`src/sv/spq_pkg.sv`:
```
package spq_pkg;

  localparam int EVENT_W = 16;
  localparam int PRIO_W  = 2;

  localparam logic ACT_ENQUEUE = 1'b0;
  localparam logic ACT_DEQUEUE = 1'b1;

  typedef struct packed {
    logic               action;
    logic [PRIO_W-1:0]  priority_req;
    logic [EVENT_W-1:0] event_value;
  } in_word_t;

  typedef struct packed {
    logic               ok;
    logic               bad_priority;
    logic [EVENT_W-1:0] out_value;
    logic [PRIO_W-1:0]  out_priority;
  } out_word_t;

  typedef enum logic {
    ST_IDLE,
    ST_READ
  } state_t;

endpackage

```
`src/sv/spq_in_if.sv`:
```
interface spq_in_if;
  import spq_pkg::*;

  logic     valid;
  logic     ready;
  in_word_t word;

  modport source (output valid, output word, input ready);
  modport sink (input valid, input word, output ready);
endinterface

```
`src/sv/spq_out_if.sv`:
```
interface spq_out_if;
  import spq_pkg::*;

  logic      valid;
  logic      ready;
  out_word_t word;

  modport source (output valid, output word, input ready);
  modport sink (input valid, input word, output ready);
endinterface

```
`src/sv/strict_priority_event_queue.sv`:
```
// channel   | role   | word
// ----------+--------+----------------------------------------------------
// in_ch     | sink   | action, priority_req, event_value
// out_ch    | source | ok, bad_priority, out_value, out_priority
//
// An enqueue, a rejected enqueue or a dequeue that finds every level empty
// loads its result word directly; a dequeue that finds an event first does a
// registered read of the event memory, then loads the result from it in ST_READ.
// Reset (rst, synchronous) puts heads and tails at the top index and clears the
// full flags; the event memory keeps its contents.
// A waiting result word stalls the input until taken, and may leave as a new word enters.
module strict_priority_event_queue #(
  parameter int NUM_LEVELS = 3,
  parameter int RING_DEPTH = 16
) (
  input logic      clk,
  input logic      rst,
  spq_in_if.sink   in_ch,
  spq_out_if.source out_ch
);
  import spq_pkg::*;

  localparam int LVL_W  = (NUM_LEVELS > 1) ? $clog2(NUM_LEVELS) : 1;
  localparam int IDX_W  = $clog2(RING_DEPTH);
  localparam int MEM_D  = NUM_LEVELS * RING_DEPTH;
  localparam int ADDR_W = $clog2(MEM_D);
  localparam int CMP_W  = 4;
  localparam logic [IDX_W-1:0] TOP_IDX = IDX_W'(RING_DEPTH - 1);

  logic [EVENT_W-1:0] mem [MEM_D];
  logic [EVENT_W-1:0] rd_data;

  logic [IDX_W-1:0] head [NUM_LEVELS];
  logic [IDX_W-1:0] tail [NUM_LEVELS];
  logic [NUM_LEVELS-1:0] full;

  state_t state, state_next;
  logic [LVL_W-1:0] pend_lv;
  logic      out_valid;
  out_word_t out_word;

  logic in_ready, accept;
  logic prio_ok, enq_go, deq_go;
  logic [LVL_W-1:0] enq_lv, pick_lv;
  logic [NUM_LEVELS-1:0] nonempty;
  logic found;
  logic [IDX_W-1:0] tail_m, tail_step, head_m, head_step;
  logic wr_en, rd_en;
  logic [ADDR_W-1:0] wr_addr, rd_addr;
  logic load_now;
  out_word_t now_word;
  logic full_mismatch;

  // Decode of the incoming word, pick of the highest non-empty level, ring addresses
  always_comb begin
    prio_ok = (in_ch.word.priority_req != '0) &&
              ({{(CMP_W-PRIO_W){1'b0}}, in_ch.word.priority_req} <= CMP_W'(NUM_LEVELS));
    enq_lv  = LVL_W'(PRIO_W'(in_ch.word.priority_req - PRIO_W'(1)));
    found   = 1'b0;
    pick_lv = '0;
    for (int l = 0; l < NUM_LEVELS; l++) begin
      nonempty[l] = (head[l] != tail[l]) || full[l];
      if (nonempty[l]) begin
        found   = 1'b1;
        pick_lv = LVL_W'(l);
      end
    end
    tail_m    = tail[enq_lv] & TOP_IDX;
    tail_step = (tail_m == '0) ? TOP_IDX : tail_m - IDX_W'(1);
    head_m    = head[pick_lv] & TOP_IDX;
    head_step = (head_m == '0) ? TOP_IDX : head_m - IDX_W'(1);
    wr_addr   = ADDR_W'(enq_lv) * ADDR_W'(RING_DEPTH) + ADDR_W'(tail_m);
    rd_addr   = ADDR_W'(pick_lv) * ADDR_W'(RING_DEPTH) + ADDR_W'(head_m);
  end

  // Next state
  always_comb begin
    state_next = state;
    case (state)
      ST_IDLE: begin
        if (accept && in_ch.word.action == ACT_DEQUEUE && found) state_next = ST_READ;
      end
      ST_READ: state_next = ST_IDLE;
      default: state_next = ST_IDLE;
    endcase
  end

  // Control outputs
  always_comb begin
    in_ready = 1'b0;
    case (state)
      ST_IDLE: in_ready = !out_valid || out_ch.ready;
      ST_READ: in_ready = 1'b0;
      default: in_ready = 1'b0;
    endcase
    accept = in_ch.valid && in_ready;
    enq_go = accept && in_ch.word.action == ACT_ENQUEUE && prio_ok;
    deq_go = accept && in_ch.word.action == ACT_DEQUEUE && found;
    wr_en  = enq_go && !full[enq_lv];
    rd_en  = deq_go;
    // every accepted word but a successful dequeue answers at once
    load_now = accept && !deq_go;
    now_word = '0;
    if (in_ch.word.action == ACT_ENQUEUE) begin
      now_word.ok           = wr_en;
      now_word.bad_priority = !prio_ok;
    end
  end

  always_ff @(posedge clk) begin
    if (wr_en) mem[wr_addr] <= in_ch.word.event_value;
  end

  always_ff @(posedge clk) begin
    if (rd_en) rd_data <= mem[rd_addr];
  end

  always_ff @(posedge clk) begin
    if (rst) begin
      state <= ST_IDLE;
      full  <= '0;
      for (int l = 0; l < NUM_LEVELS; l++) begin
        head[l] <= TOP_IDX;
        tail[l] <= TOP_IDX;
      end
    end else begin
      state <= state_next;
      if (wr_en) begin
        tail[enq_lv] <= tail_step;
        if (tail_step == head[enq_lv]) full[enq_lv] <= 1'b1;
      end
      if (rd_en) begin
        head[pick_lv] <= head_step;
        full[pick_lv] <= 1'b0;
      end
    end
  end

  always_ff @(posedge clk) begin
    if (rd_en) pend_lv <= pick_lv;
  end

  always_ff @(posedge clk) begin
    if (rst) begin
      out_valid <= 1'b0;
    end else if (load_now || state == ST_READ) begin
      out_valid <= 1'b1;
    end else if (out_ch.ready) begin
      out_valid <= 1'b0;
    end
  end

  always_ff @(posedge clk) begin
    if (load_now) begin
      out_word <= now_word;
    end else if (state == ST_READ) begin
      out_word.ok           <= 1'b1;
      out_word.bad_priority <= 1'b0;
      out_word.out_value    <= rd_data;
      out_word.out_priority <= PRIO_W'({1'b0, pend_lv} + (LVL_W+1)'(1));
    end
  end

  assign in_ch.ready  = in_ready;
  assign out_ch.valid = out_valid;
  assign out_ch.word  = out_word;

  always_comb begin
    full_mismatch = 1'b0;
    for (int l = 0; l < NUM_LEVELS; l++) begin
      if (full[l] && head[l] != tail[l]) full_mismatch = 1'b1;
    end
  end

  a_read_no_out: assert property (@(posedge clk) disable iff (rst)
    state == ST_READ |-> !out_valid)
    else $error("result word pending while a memory read is in flight");

  a_read_follows: assert property (@(posedge clk) disable iff (rst)
    rd_en |=> state == ST_READ && out_valid == 1'b0)
    else $error("memory read not followed by read state");

  a_read_result: assert property (@(posedge clk) disable iff (rst)
    state == ST_READ |=> out_valid && out_word.ok && !out_word.bad_priority)
    else $error("dequeue result not loaded after read");

  a_no_write_full: assert property (@(posedge clk) disable iff (rst)
    wr_en |-> !full[enq_lv])
    else $error("write into a full level");

  a_full_ptrs: assert property (@(posedge clk) disable iff (rst)
    !full_mismatch)
    else $error("full flag set with head and tail apart");

endmodule

```
`src/flat_wrapper.sv`:
```
// flat-port wrapper written by rule: the top's interface ports become plain ports
module strict_priority_event_queue_flat import spq_pkg::*;
#(
  parameter int NUM_LEVELS = 3,
  parameter int RING_DEPTH = 16
)
  (clk, rst, in_ch_valid, in_ch_word, in_ch_ready, out_ch_valid, out_ch_word, out_ch_ready);
  spq_in_if in_ch_i ();
  spq_out_if out_ch_i ();
  input logic clk;
  input logic rst;
  input wire logic [$bits(in_ch_i.valid)-1:0] in_ch_valid;
  input wire logic [$bits(in_ch_i.word)-1:0] in_ch_word;
  output wire logic [$bits(in_ch_i.ready)-1:0] in_ch_ready;
  output wire logic [$bits(out_ch_i.valid)-1:0] out_ch_valid;
  output wire logic [$bits(out_ch_i.word)-1:0] out_ch_word;
  input wire logic [$bits(out_ch_i.ready)-1:0] out_ch_ready;
  assign in_ch_i.valid = in_ch_valid;
  assign in_ch_i.word = in_ch_word;
  assign in_ch_ready = in_ch_i.ready;
  assign out_ch_valid = out_ch_i.valid;
  assign out_ch_word = out_ch_i.word;
  assign out_ch_i.ready = out_ch_ready;
  strict_priority_event_queue #(.NUM_LEVELS(NUM_LEVELS), .RING_DEPTH(RING_DEPTH)) u_core (.clk(clk), .rst(rst), .in_ch(in_ch_i), .out_ch(out_ch_i));
endmodule
```
`config.mk`:
```
export PLATFORM = sky130hd
export DESIGN_NAME = strict_priority_event_queue_flat
export DESIGN_NICKNAME = d
export VERILOG_FILES = /design/src/sv/spq_pkg.sv /design/src/sv/spq_in_if.sv /design/src/sv/spq_out_if.sv /design/src/sv/strict_priority_event_queue.sv /design/src/flat_wrapper.sv
export SDC_FILE = /design/constraint.sdc
export NUM_CORES = 1
export LEC_CHECK = 0
export BUFFER_PORTS_ARGS = -buffer_cell sky130_fd_sc_hd__buf_2
export CORE_MARGIN = 1.5
export CORE_UTILIZATION = 44
export CTS_BUF_LIST = sky130_fd_sc_hd__clkbuf_4
export CTS_CLUSTER_SIZE = 40
export DETAILED_ROUTE_END_ITERATION = 16
export GPL_TIMING_DRIVEN = 0
export PLACE_DENSITY = 0.57
export SETUP_SLACK_MARGIN = 0.4
export SYNTH_ARGS = -nofsm -noshare
export SYNTH_HDL_FRONTEND = slang
export SYNTH_SLANG_ARGS = --single-unit
```
`constraint.sdc`:
```
create_clock -name clk -period 6.5 [get_ports clk]
set_clock_uncertainty 0.1 [all_clocks]
set_input_delay 0.65 -clock clk [delete_from_list [all_inputs] [get_ports clk]]
set_output_delay 0.65 -clock clk [all_outputs]
set_load 0.02 [all_outputs]
```
# == Yosys cells after proc, flatten, opt, wreduce, memory -nomap -nowiden ==
# Memories as Yosys holds them, arrays and structs flattened. A register that Yosys moved wholly into a read port is not among the register bits.
# Index checks and enable logic that the tools add are counted.
# totals
regBits,27
ram_bits,792
input_bits,23
word_cells,94
mem_count,3
# op_classes
addsub,6
magnitude_cmp,4
n_eq_ne,4
mux,39
n_bitwise,5
n_reduce_logical,25
# memory_table
name,depth,width,rd,rd_clocked_by_memory_dff,wr,line_no,source
u_core.mem,48,16,1,1,1,strict_priority_event_queue.sv:30,logic [EVENT_W-1:0] mem [MEM_D];
u_core.head,3,4,5,0,3,strict_priority_event_queue.sv:33,logic [IDX_W-1:0] head [NUM_LEVELS];
u_core.tail,3,4,4,0,3,strict_priority_event_queue.sv:34,logic [IDX_W-1:0] tail [NUM_LEVELS];
# ops
cell,count
20-bit two-way mux,2
1-bit two-way mux,20
4-bit two-way mux,4
6-bit by 4-bit adder with 6-bit output,2
3-bit two-way mux,4
4-bit inequality test,3
1-bit logical AND,9
4-bit logical NOT,2
2-bit two-way mux,4
4-bit OR reduction,2
"4-bit by 1-bit subtractor with 4-bit output, second input constant",2
"2-bit by 3-bit less-than comparator with 1-bit output, second input constant",2
2-bit nonzero test,3
1-bit logical OR,5
1-bit demux with 2-bit select,2
4-bit == test,1
"2-bit by 1-bit >= comparator with 1-bit output, second input constant",2
1-bit logical NOT,4
1-bit case mux with 2 select lines,2
3-bit bitwise AND,1
3-bit NOT,1
3-bit OR,1
"2-bit by 1-bit adder with 2-bit output, second input constant",1
1-bit binary-select mux with 2-bit select,1
other kinds (2),3

# == Depth between registers and ports, before layout ==
# Gate-level depths: netlist of the first run.
# logic_depth
depth_word,12
ltp_mapped,16
depth_no_buf,12

# == Least setup slack after synthesis of the first run ==
# No wires, ideal clock.
# synth_timing
path_kind,input to register
start,in in_ch_word[16]
end,mem u_core.mem[37][0] (enable)
setup_time_ps,388
t_arrival_ps,3753
required_time_ps,6012
setup_slack_ps,2259
stages,10
path_cell_list,clkbuf_1 inv_1 ha_1 clkbuf_1 mux2i_1 a21oi_1 nor4_1 and2_1 nand2_1 nor2_1
# synth_via
elab_chain_len,7
word_cells_on_any_way,11
cone_classes,add/sub (2); mux (4); reduce/logical (4); memory (1)
# synth_rtl
item,line_no,source
start: declaration,flat_wrapper.sv:13,input wire logic [$bits(in_ch_i.word)-1:0] in_ch_word;
"parallel branches: the longest is 7 deep, another holds 6-bit by 4-bit adder with 6-bit output",--,
end: declaration,strict_priority_event_queue.sv:30,
# Several ways; the timed one is not identified. The select of a mux whose other input is x is not followed.

==> impl_results.html, run 1 <==
<table>
<tr><th>Metric</th><th>Value</th></tr>
<tr><th colspan="2">Job</th></tr>
<tr><td>Total of max-cap violations</td><td>1</td></tr>
<tr><th colspan="2">Layout</th></tr>
<tr><td>Commonest non-fill, non-tap cells in the layout</td><td>820 x sky130_fd_sc_hd__edfxtp_1, 675 x sky130_fd_sc_hd__nand2_1, 314 x sky130_fd_sc_hd__clkbuf_4</td></tr>
<tr><td>Net total in the final layout</td><td>2880</td></tr>
<tr><td>Most common cell after layout, fill and taps aside</td><td>sky130_fd_sc_hd__edfxtp_1</td></tr>
<tr><td>Fraction of final layout cells with drive strength greater than 1</td><td>17.9%</td></tr>
<tr><td>Cell Count, Final, Fillers Out</td><td>3976</td></tr>
<tr><td>Synth-to-Final Area Change</td><td>15.0%</td></tr>
<tr><th colspan="2">GRT</th></tr>
<tr><td>Via count of the first global-routing pass</td><td>22302</td></tr>
<tr><td>Pin count of the biggest net entering global routing</td><td>49</td></tr>
<tr><td>Overall track demand over capacity in global routing</td><td>28.2%</td></tr>
<tr><td>Initial antenna violation count</td><td>11</td></tr>
<tr><td>Sum of overflow across all layers after global routing</td><td>0</td></tr>
<tr><td>Wire length of the first global-routing pass</td><td>156 mm</td></tr>
<tr><th colspan="2">Critical path</th></tr>
<tr><td>Maximum fanout along the worst path</td><td>10</td></tr>
<tr><td>Arr. time, crit path</td><td>6.53 ns</td></tr>
<tr><td>Kind of critical path</td><td>register to register</td></tr>
<tr><td>Nature of the critical path startpoint</td><td>register</td></tr>
<tr><td>Required time at the endpoint of the critical path</td><td>7.18 ns</td></tr>
<tr><td>Endpoint class of the critical path</td><td>register</td></tr>
<tr><td>Worst R2R Setup Slack</td><td>0.64 ns</td></tr>
<tr><th colspan="2">Timing</th></tr>
<tr><td>Worst slack on hold paths</td><td>0.150 ns</td></tr>
<tr><td>Slew at the pin closest to its max-slew limit</td><td>1.55 ns</td></tr>
<tr><td>Setup repair after global routing missed its margin</td><td>false</td></tr>
<tr><td>Final period demand of the worst path</td><td>5.86 ns</td></tr>
<tr><td>Post-route clock period utilization</td><td>90.1%</td></tr>
<tr><td>Number of endpoints failing setup at the final stage</td><td>0</td></tr>
<tr><td>Final worst setup slack</td><td>0.643 ns</td></tr>
<tr><td>Number of pins with negative max-slew slack in the final report</td><td>9</td></tr>
<tr><td>Fmax</td><td>171 MHz</td></tr>
<tr><td>Final number of hold-violating endpoints</td><td>0</td></tr>
<tr><td>Relative slew slack</td><td>-3.62%</td></tr>
<tr><th colspan="2">CTS</th></tr>
<tr><td>CTS buffer count</td><td>209</td></tr>
<tr><td>Insertion delay of the later-clocked pin in the worst-skew pair</td><td>1.07 ns</td></tr>
<tr><td>Post-CTS Setup Bufs</td><td>0</td></tr>
<tr><td>Deepest clock path buffer count</td><td>3</td></tr>
<tr><td>Buffer cell driving the clock tree root</td><td>sky130_fd_sc_hd__clkbuf_4</td></tr>
<tr><td>Level count of the clock H-tree</td><td>4</td></tr>
<tr><td>Clock transition at the register clock pins on the worst setup and hold paths after CTS</td><td>0.07 ns</td></tr>
<tr><td>Number of sinks on the clock net</td><td>843</td></tr>
<tr><td>CTS tree</td><td>built</td></tr>
<tr><th colspan="2">Route</th></tr>
<tr><td>Initial detailed-routing violation count</td><td>3104</td></tr>
<tr><td>Post-detailed-route DRC marker count</td><td>0</td></tr>
<tr><td>Number of detailed-route iterations in the first pass</td><td>8</td></tr>
<tr><td>Per-cell via count in the routed design</td><td>5.85</td></tr>
<tr><td>Via count</td><td>23271</td></tr>
<tr><td>Post-detailed-route count of antenna-violating nets</td><td>0</td></tr>
<tr><td>Final Routed Wirelength</td><td>109 mm</td></tr>
<tr><td>Routed wire length per instance</td><td>27.4 um</td></tr>
<tr><th colspan="2">Yosys</th></tr>
<tr><td>Number of enable flip-flop cells after synthesis</td><td>820</td></tr>
<tr><td>Number of synthesized register bits</td><td>843</td></tr>
<tr><td>Library cell occupying the most area in the post-synthesis netlist</td><td>sky130_fd_sc_hd__edfxtp_1</td></tr>
<tr><td>Post-Synthesis Cell Area</td><td>33700 um2</td></tr>
<tr><td>Area fraction of the dominant cell type after synthesis</td><td>73.1%</td></tr>
<tr><td>Sequential cell area fraction in the yosys report</td><td>74.5%</td></tr>
<tr><td>Prevailing post-synth register cell</td><td>sky130_fd_sc_hd__edfxtp_1</td></tr>
<tr><td>Synth warnings</td><td>0</td></tr>
<tr><td>Fraction of synthesis flops using an asynchronous set or reset pin</td><td>0%</td></tr>
<tr><td>Number of cells produced by synthesis</td><td>2544</td></tr>
<tr><td>Number of library cell types mapped by synthesis</td><td>64</td></tr>
<tr><td>Post-synthesis average cell area</td><td>13.2 um2</td></tr>
<tr><td>Top post-synthesis cells by area</td><td>sky130_fd_sc_hd__edfxtp_1 73%, sky130_fd_sc_hd__nand2_1 7.5%, sky130_fd_sc_hd__nand3_1 3.6%, sky130_fd_sc_hd__a21oi_1 2.2%, sky130_fd_sc_hd__mux2i_1 2.1%</td></tr>
<tr><th colspan="2">Power and ir drop</th></tr>
<tr><td>Worst-case vdd ir drop</td><td>0.176 mV</td></tr>
<tr><td>Power Density</td><td>279 nW/um2</td></tr>
<tr><td>Standby leakage power</td><td>13.3 nW</td></tr>
<tr><td>Overall Power</td><td>10.8 mW</td></tr>
<tr><th colspan="2">Die</th></tr>
<tr><td>Die Y</td><td>280 um</td></tr>
<tr><td>FP Rows</td><td>101</td></tr>
<tr><td>Horiz. Die Dim</td><td>280 um</td></tr>
<tr><td>Boundary pin count</td><td>45</td></tr>
<tr><td>Initial Utilization</td><td>44.4%</td></tr>
<tr><td>Full die area</td><td>78200 um2</td></tr>
<tr><td>Std-Cell Core Area</td><td>75800 um2</td></tr>
<tr><th colspan="2">Place</th></tr>
<tr><td>Cell Count Post-Placement</td><td>3612</td></tr>
<tr><td>Port-buffer cells</td><td>43</td></tr>
<tr><td>DP Worst Slack</td><td>0.424 ns</td></tr>
<tr><td>DPL Wire Length</td><td>74.3 mm</td></tr>
<tr><td>Placer's final routability congestion estimate</td><td>0.909</td></tr>
<tr><th colspan="2">Hold path</th></tr>
<tr><td>HP Class</td><td>primary input to register</td></tr>
<tr><th colspan="2">Run status</th></tr>
<tr><td>Failing checks</td><td>max-capacitance violations, max-slew violations</td></tr>
<tr><td>Result of the run</td><td>finished, violations left</td></tr>
</table>
where the power goes:
group	switching, mW	internal, mW
clock network	2.12	2.35
registers	0.00453	5.97
logic	0.298	0.0776
total	2.43	8.40
critical path, cell delays in order (launching register included):
cell	delay, ns
sky130_fd_sc_hd__edfxtp_1	0.56
sky130_fd_sc_hd__xor2_1	0.26
sky130_fd_sc_hd__nor4_2	0.53
sky130_fd_sc_hd__a32oi_1	0.24
sky130_fd_sc_hd__a21oi_2	0.57
sky130_fd_sc_hd__clkbuf_1	0.68
sky130_fd_sc_hd__clkbuf_1	0.82
sky130_fd_sc_hd__a32oi_1	0.23
sky130_fd_sc_hd__a22oi_1	0.50
sky130_fd_sc_hd__nand3_1	0.44
sky130_fd_sc_hd__or3_1	0.62
sequential cells by signal (all words and copies together), names as in the netlist:
name and cells:
u_core.state 1, u_core.mem 768, u_core.full 3, u_core.pend_lv 2, u_core.head 16, u_core.out_ch.valid 1, u_core.rd_data 16, u_core.tail 16
u_core.out_ch.word 20
final timing paths:
path,start,endpoint,depth (start not counted)
setup reg to reg,u_core.head[1][3]$_SDFFCE_PN1P_,u_core.rd_data[10]$_DFFE_PN_,10
hold reg to reg,u_core.pend_lv[0]$_DFFE_PN_,u_core.out_ch.word[0]$_SDFFE_PP0P_,1
setup / recovery,u_core.head[1][3]$_SDFFCE_PN1P_,u_core.rd_data[10]$_DFFE_PN_,10
hold / removal,in_ch_word[17],u_core.tail[1][0]$_SDFFCE_PN1P_,4
cell type report:
class / instances / area [um2]
inverters: 26 / 97.6
fillers: 6561 / 37100
repair buffers: 92 / 1010
clock inverters: 43 / 317
multi-input cells: 1530 / 8000
plain buffers: 148 / 649
well taps: 978 / 1220
diodes: 2 / 5.00
flip-flops and latches: 843 / 25100
clock buffers: 314 / 2360
routing by layer:
| layer | vias up | track usage [%] | wire (um) |
|---|---|---|---|
| met2 | 1402 | 42.1 | 48600 |
| li1 | 10118 | - | - |
| met5 | - | 0 | 75 |
| met4 | 10 | 12.3 | 4270 |
| met3 | 219 | 7.57 | 12500 |
| met1 | 11522 | 38.8 | 43400 |
synthesized netlist by cell type (3+ instances only):
| library cell | count |
|---|---|
| sky130_fd_sc_hd__edfxtp_1 | 820 |
| sky130_fd_sc_hd__nand2_1 | 675 |
| sky130_fd_sc_hd__nand3_1 | 245 |
| sky130_fd_sc_hd__a21oi_1 | 147 |
| sky130_fd_sc_hd__nor2_1 | 99 |
| sky130_fd_sc_hd__clkbuf_1 | 78 |
| sky130_fd_sc_hd__mux2i_1 | 70 |
| sky130_fd_sc_hd__nand4_1 | 43 |
| sky130_fd_sc_hd__buf_2 | 32 |
| sky130_fd_sc_hd__a22oi_1 | 31 |
| sky130_fd_sc_hd__a31oi_1 | 31 |
| sky130_fd_sc_hd__buf_1 | 31 |
| sky130_fd_sc_hd__a32oi_1 | 25 |
| sky130_fd_sc_hd__dfxtp_1 | 23 |
| sky130_fd_sc_hd__inv_1 | 22 |
| sky130_fd_sc_hd__or3_1 | 15 |
| sky130_fd_sc_hd__xnor2_1 | 12 |
| sky130_fd_sc_hd__and2_1 | 10 |
| sky130_fd_sc_hd__o221ai_1 | 10 |
| sky130_fd_sc_hd__o21ai_0 | 9 |
| sky130_fd_sc_hd__ha_1 | 7 |
| sky130_fd_sc_hd__mux4_2 | 7 |
| sky130_fd_sc_hd__o2111ai_1 | 6 |
| sky130_fd_sc_hd__or2_2 | 6 |
| sky130_fd_sc_hd__or4_1 | 6 |
| sky130_fd_sc_hd__buf_6 | 5 |
| sky130_fd_sc_hd__xor2_1 | 5 |
| sky130_fd_sc_hd__a211oi_1 | 4 |
| sky130_fd_sc_hd__a32o_1 | 4 |
| sky130_fd_sc_hd__and3_1 | 4 |
| sky130_fd_sc_hd__inv_2 | 4 |
| sky130_fd_sc_hd__mux2_2 | 4 |
| sky130_fd_sc_hd__nand2b_1 | 4 |
| sky130_fd_sc_hd__nor2b_1 | 4 |
| sky130_fd_sc_hd__a22o_1 | 3 |
| sky130_fd_sc_hd__a311oi_1 | 3 |
| sky130_fd_sc_hd__nor3_1 | 3 |
through the flow:
step	TNS, ns	util [%]	cell area, um2
detailed placement	0	47.5	36000
global placement	-6.45	46.3	35100
finish	0	51.1	38700
CTS	0	51.1	38700
floorplan	0	-	33700
global route	0	51.1	38700
cell families (layout without fill, tap and decap cells):
logic type | Yosys count | after routing | synth area share [%]
mux | 81 | 81 | 2.68
fa+ha+maj | 7 | 7 | 0.260
other cells | 1 | 6 | 0.0111
compound gates | 296 | 296 | 5.65
flops | 843 | 843 | 74.5
buf+inv | 174 | 623 | 2.19
xor+xnor | 17 | 17 | 0.442
simple gates | 1125 | 1125 | 14.3
timing repair:
action / in CTS / in global routing
gates resized for setup: 0 / 6
hold buffers: 5 / 0
hold endpoints to repair: 3 / 0
endpoints found under the setup margin: 0 / 1
Power figures use the tool's default switching activity.
==> run 2, diff against run 1 <==
Settings changed: ABC_AREA from default to 1.
==> run 2 against run 1 <==
Fmax increased by 29%. Register-to-register slack improved by 1.4 ns. Total power up 2.2%. Final cell count grew 35%. Sequential power about the same. Sequential cell count stayed put. Largest power group unchanged. Critical endpoint is now u_core.mem[17][3]$_DFFE_PP_. Synthesized cell count is 47% higher. Die area is 13% higher. Via count up 23%. The flow finishes with violations (design-rule violations). Utilization decreased by 0.52 points. Count of clock-buffer cells in the layout grew 23.
==> impl_results.html, run 2 <==
<table>
<tr><th>Metric</th><th>Value</th></tr>
<tr><th colspan="2">Run status</th></tr>
<tr><td>Result of the run</td><td>finished, violations left</td></tr>
<tr><td>Failing checks</td><td>design-rule violations</td></tr>
<tr><th colspan="2">Route</th></tr>
<tr><td>Number of detailed-route iterations in the first pass</td><td>13</td></tr>
<tr><td>Via count</td><td>28673</td></tr>
<tr><td>Routed wire length per instance</td><td>23.0 um</td></tr>
<tr><td>Initial detailed-routing violation count</td><td>3303</td></tr>
<tr><td>Per-cell via count in the routed design</td><td>5.36</td></tr>
<tr><td>Final Routed Wirelength</td><td>123 mm</td></tr>
<tr><td>Post-detailed-route count of antenna-violating nets</td><td>0</td></tr>
<tr><td>Post-detailed-route DRC marker count</td><td>1</td></tr>
<tr><th colspan="2">CTS</th></tr>
<tr><td>Deepest clock path buffer count</td><td>3</td></tr>
<tr><td>Post-CTS sizing</td><td>0</td></tr>
<tr><td>Post-CTS Setup Bufs</td><td>0</td></tr>
<tr><td>Level count of the clock H-tree</td><td>4</td></tr>
<tr><td>CTS tree</td><td>built</td></tr>
<tr><td>Insertion delay of the later-clocked pin in the worst-skew pair</td><td>1.10 ns</td></tr>
<tr><td>CTS buffer count</td><td>219</td></tr>
<tr><td>Number of sinks on the clock net</td><td>843</td></tr>
<tr><td>Buffer cell driving the clock tree root</td><td>sky130_fd_sc_hd__clkbuf_4</td></tr>
<tr><td>Clock transition at the register clock pins on the worst setup and hold paths after CTS</td><td>0.07 ns</td></tr>
<tr><th colspan="2">Layout</th></tr>
<tr><td>Post-Layout Inst Area</td><td>43200 um2</td></tr>
<tr><td>Net total in the final layout</td><td>4076</td></tr>
<tr><td>Fraction of final layout cells with drive strength greater than 1</td><td>14.2%</td></tr>
<tr><td>FILL cells</td><td>8015</td></tr>
<tr><td>Register name with the most flops</td><td>u_core.mem</td></tr>
<tr><td>Commonest non-fill, non-tap cells in the layout</td><td>820 x sky130_fd_sc_hd__edfxtp_1, 797 x sky130_fd_sc_hd__inv_1, 700 x sky130_fd_sc_hd__nand3_1</td></tr>
<tr><td>Flip-flop count of the largest register, all copies and words added</td><td>768</td></tr>
<tr><td>Most common cell after layout, fill and taps aside</td><td>sky130_fd_sc_hd__edfxtp_1</td></tr>
<tr><td>Synth-to-Final Area Change</td><td>13.6%</td></tr>
<tr><th colspan="2">Power and ir drop</th></tr>
<tr><td>Total net switching power</td><td>2.50 mW</td></tr>
<tr><td>Power Density</td><td>256 nW/um2</td></tr>
<tr><td>Clock group share of total power</td><td>42.2%</td></tr>
<tr><td>Overall Power</td><td>11.1 mW</td></tr>
<tr><td>Internal power of the cells</td><td>8.56 mW</td></tr>
<tr><td>Sequential share of power</td><td>54.2%</td></tr>
<tr><td>Worst-case vdd ir drop</td><td>0.178 mV</td></tr>
<tr><td>Portion of total power attributed to combinational logic</td><td>3.6%</td></tr>
<tr><td>Fraction of power spent switching nets</td><td>22.6%</td></tr>
<tr><td>Standby leakage power</td><td>18.2 nW</td></tr>
<tr><th colspan="2">GRT</th></tr>
<tr><td>Pin count of the biggest net entering global routing</td><td>49</td></tr>
<tr><td>Via count of the first global-routing pass</td><td>27035</td></tr>
<tr><td>Sum of overflow across all layers after global routing</td><td>0</td></tr>
<tr><td>Initial antenna violation count</td><td>3</td></tr>
<tr><td>Wire length of the first global-routing pass</td><td>177 mm</td></tr>
<tr><td>Overall track demand over capacity in global routing</td><td>27.7%</td></tr>
<tr><th colspan="2">Critical path</th></tr>
<tr><td>Worst stage delay on the critical path</td><td>1.11 ns</td></tr>
<tr><td>Cell type group with the largest total delay on the critical path</td><td>simple AND/OR/NAND/NOR gates</td></tr>
<tr><td>Required time at the endpoint of the critical path</td><td>7.08 ns</td></tr>
<tr><td>Cell Chain, Critical Path</td><td>buf_2, buf_2, clkinv_1, clkbuf_1, ha_1, inv_1, clkbuf_1, a32oi_1, nand3_1, nor2_2</td></tr>
<tr><td>Kind of critical path</td><td>primary input to register</td></tr>
<tr><td>Nature of the critical path startpoint</td><td>primary input</td></tr>
<tr><td>Cell with the largest stage delay on the worst path</td><td>sky130_fd_sc_hd__nor2_2</td></tr>
<tr><td>Arr. time, crit path</td><td>5.12 ns</td></tr>
<tr><td>Maximum fanout along the worst path</td><td>16</td></tr>
<tr><td>Endpoint class of the critical path</td><td>register</td></tr>
<tr><td>Buffers &amp; Inverters on Critical Path</td><td>6</td></tr>
<tr><th colspan="2">Die</th></tr>
<tr><td>Initial Utilization</td><td>44.5%</td></tr>
<tr><td>Full die area</td><td>88200 um2</td></tr>
<tr><td>Horiz. Die Dim</td><td>297 um</td></tr>
<tr><td>FP Rows</td><td>107</td></tr>
<tr><td>Die Y</td><td>297 um</td></tr>
<tr><td>Std-Cell Core Area</td><td>85400 um2</td></tr>
<tr><td>Boundary pin count</td><td>45</td></tr>
<tr><th colspan="2">Timing</th></tr>
<tr><td>Relative slew slack</td><td>4.33%</td></tr>
<tr><td>Number of pins with negative max-slew slack in the final report</td><td>0</td></tr>
<tr><td>Fmax</td><td>220 MHz</td></tr>
<tr><td>Final number of hold-violating endpoints</td><td>0</td></tr>
<tr><td>Slew at the pin closest to its max-slew limit</td><td>1.44 ns</td></tr>
<tr><td>Post-route clock period utilization</td><td>69.8%</td></tr>
<tr><td>Setup repair after global routing missed its margin</td><td>false</td></tr>
<tr><td>Final period demand of the worst path</td><td>4.54 ns</td></tr>
<tr><td>Number of endpoints failing setup at the final stage</td><td>0</td></tr>
<tr><td>Post-route setup TNS</td><td>0 ns</td></tr>
<tr><th colspan="2">Yosys</th></tr>
<tr><td>Number of synthesized register bits</td><td>843</td></tr>
<tr><td>Number of enable flip-flop cells after synthesis</td><td>820</td></tr>
<tr><td>Most instantiated cells after synthesis</td><td>820 x sky130_fd_sc_hd__edfxtp_1, 797 x sky130_fd_sc_hd__inv_1, 700 x sky130_fd_sc_hd__nand3_1</td></tr>
<tr><td>Sequential cell area fraction in the yosys report</td><td>66.0%</td></tr>
<tr><td>Top post-synthesis cells by area</td><td>sky130_fd_sc_hd__edfxtp_1 65%, sky130_fd_sc_hd__nand3_1 9.2%, sky130_fd_sc_hd__inv_1 7.9%, sky130_fd_sc_hd__nand2_1 6.6%, sky130_fd_sc_hd__nand4_1 5.0%</td></tr>
<tr><td>Number of library cell types mapped by synthesis</td><td>34</td></tr>
<tr><td>Library cell occupying the most area in the post-synthesis netlist</td><td>sky130_fd_sc_hd__edfxtp_1</td></tr>
<tr><td>Number of cells produced by synthesis</td><td>3742</td></tr>
<tr><td>Synth warnings</td><td>0</td></tr>
<tr><td>Post-Synthesis Cell Area</td><td>38000 um2</td></tr>
<tr><td>Prevailing post-synth register cell</td><td>sky130_fd_sc_hd__edfxtp_1</td></tr>
<tr><td>Area fraction of the dominant cell type after synthesis</td><td>64.7%</td></tr>
<tr><td>Fraction of synthesis flops using an asynchronous set or reset pin</td><td>0%</td></tr>
<tr><td>Post-synthesis average cell area</td><td>10.2 um2</td></tr>
<tr><td>Most instantiated library cell after synthesis</td><td>sky130_fd_sc_hd__edfxtp_1</td></tr>
<tr><th colspan="2">Place</th></tr>
<tr><td>Placer's final routability congestion estimate</td><td>0.956</td></tr>
<tr><td>DPL Wire Length</td><td>82.5 mm</td></tr>
<tr><td>Placed inst area</td><td>40200 um2</td></tr>
<tr><td>Port-buffer cells</td><td>44</td></tr>
<tr><th colspan="2">Hold path</th></tr>
<tr><td>HP Class</td><td>primary input to register</td></tr>
<tr><th colspan="2">Job</th></tr>
<tr><td>Total of max-cap violations</td><td>0</td></tr>
</table>
==> run 2: cell types whose count changed after synthesis, sizes merged, moves of 39 or more <==
cell    delta
a21oi    -111
mux2i     -70
inv      +779
clkbuf    +39
buf       +48
nand3    +459
nand4    +263
==> run 2: cell families after synthesis <==
family,share of synthesized area (%)
compound gates,0.855
xor+xnor,0.207
fa+ha+maj,0.230
buf+inv,10.6
flops,66.0
other cells,0.00986
simple gates,22.1
==> run 2: path summary, 6_finish.rpt <==
check / startpoint / to / slack (ns) / cells after the start
worst max register to register: u_core.head[1][1]$_SDFFCE_PN1P_ / u_core.rd_data[2]$_DFFE_PN_ / 2.01 / 15
worst min register to register: u_core.out_ch.word[17]$_SDFFE_PP0P_ / u_core.out_ch.word[17]$_SDFFE_PP0P_ / 0.36 / 2
worst max-delay path: in_ch_word[16] / u_core.mem[17][3]$_DFFE_PP_ / 1.96 / 10
worst min-delay path: in_ch_word[5] / u_core.mem[46][5]$_DFFE_PP_ / 0.1 / 1
==> run 2: power by group through the flow <==
stage / combinational [mW] / clock (mW) / sequential, mW
after CTS: 0.392 / 4.76 / 5.99
final: 0.397 / 4.67 / 5.99
after floorplan: 0.145 / 0 / 6.11
after global routing: 0.420 / 5.02 / 5.99
after global placement: 0.379 / 0 / 6.11
after detailed placement: 0.387 / 0 / 6.11
==> run 2: through the flow <==
stage                     cells  hold WS (ns)  util, %  setup WS, ns
after global routing       5351        0.0331     50.6          1.83
after CTS                  5347        0.0214     50.5          1.89
final                      5353        0.0994     50.6          1.96
after floorplan            3745         0.347        -          2.69
after global placement     4933         0.347     46.5         0.655
after detailed placement   4958         0.351     47.1         0.708
==> run 2: repair_timing <==
| action | 4_1_cts | 5_1_grt |
|---|---|---|
| hold buffers | 8 | 0 |
| setup endpoints to repair | 0 | 0 |
| endpoints found under the hold margin | 47 | 0 |
==> run 2: cell type report <==
class | instances | area (um2) | share of cell area [%]
Clock buffer | 337 | 2530 | 5.86
Antenna cell | 3 | 7.51 | 0.0174
Timing Repair Buffer | 80 | 758 | 1.76
Clock inverter | 44 | 318 | 0.736
Buffer | 235 | 1000 | 2.32
Multi-Input combinational cell | 1860 | 9030 | 20.9
Sequential cell | 843 | 25100 | 58.1
Tap cell | 1144 | 1430 | 3.31
Inverter | 807 | 3030 | 7.01
==> run 2: layer usage <==
layer	vias to the layer above	part of all wire, %	track usage, %
li1	13298	-	-
met3	278	9.2	5.67
met4	2	5.2	14.8
met2	1462	45	42.3
met5	-	0.011	0
met1	13633	41	37.4
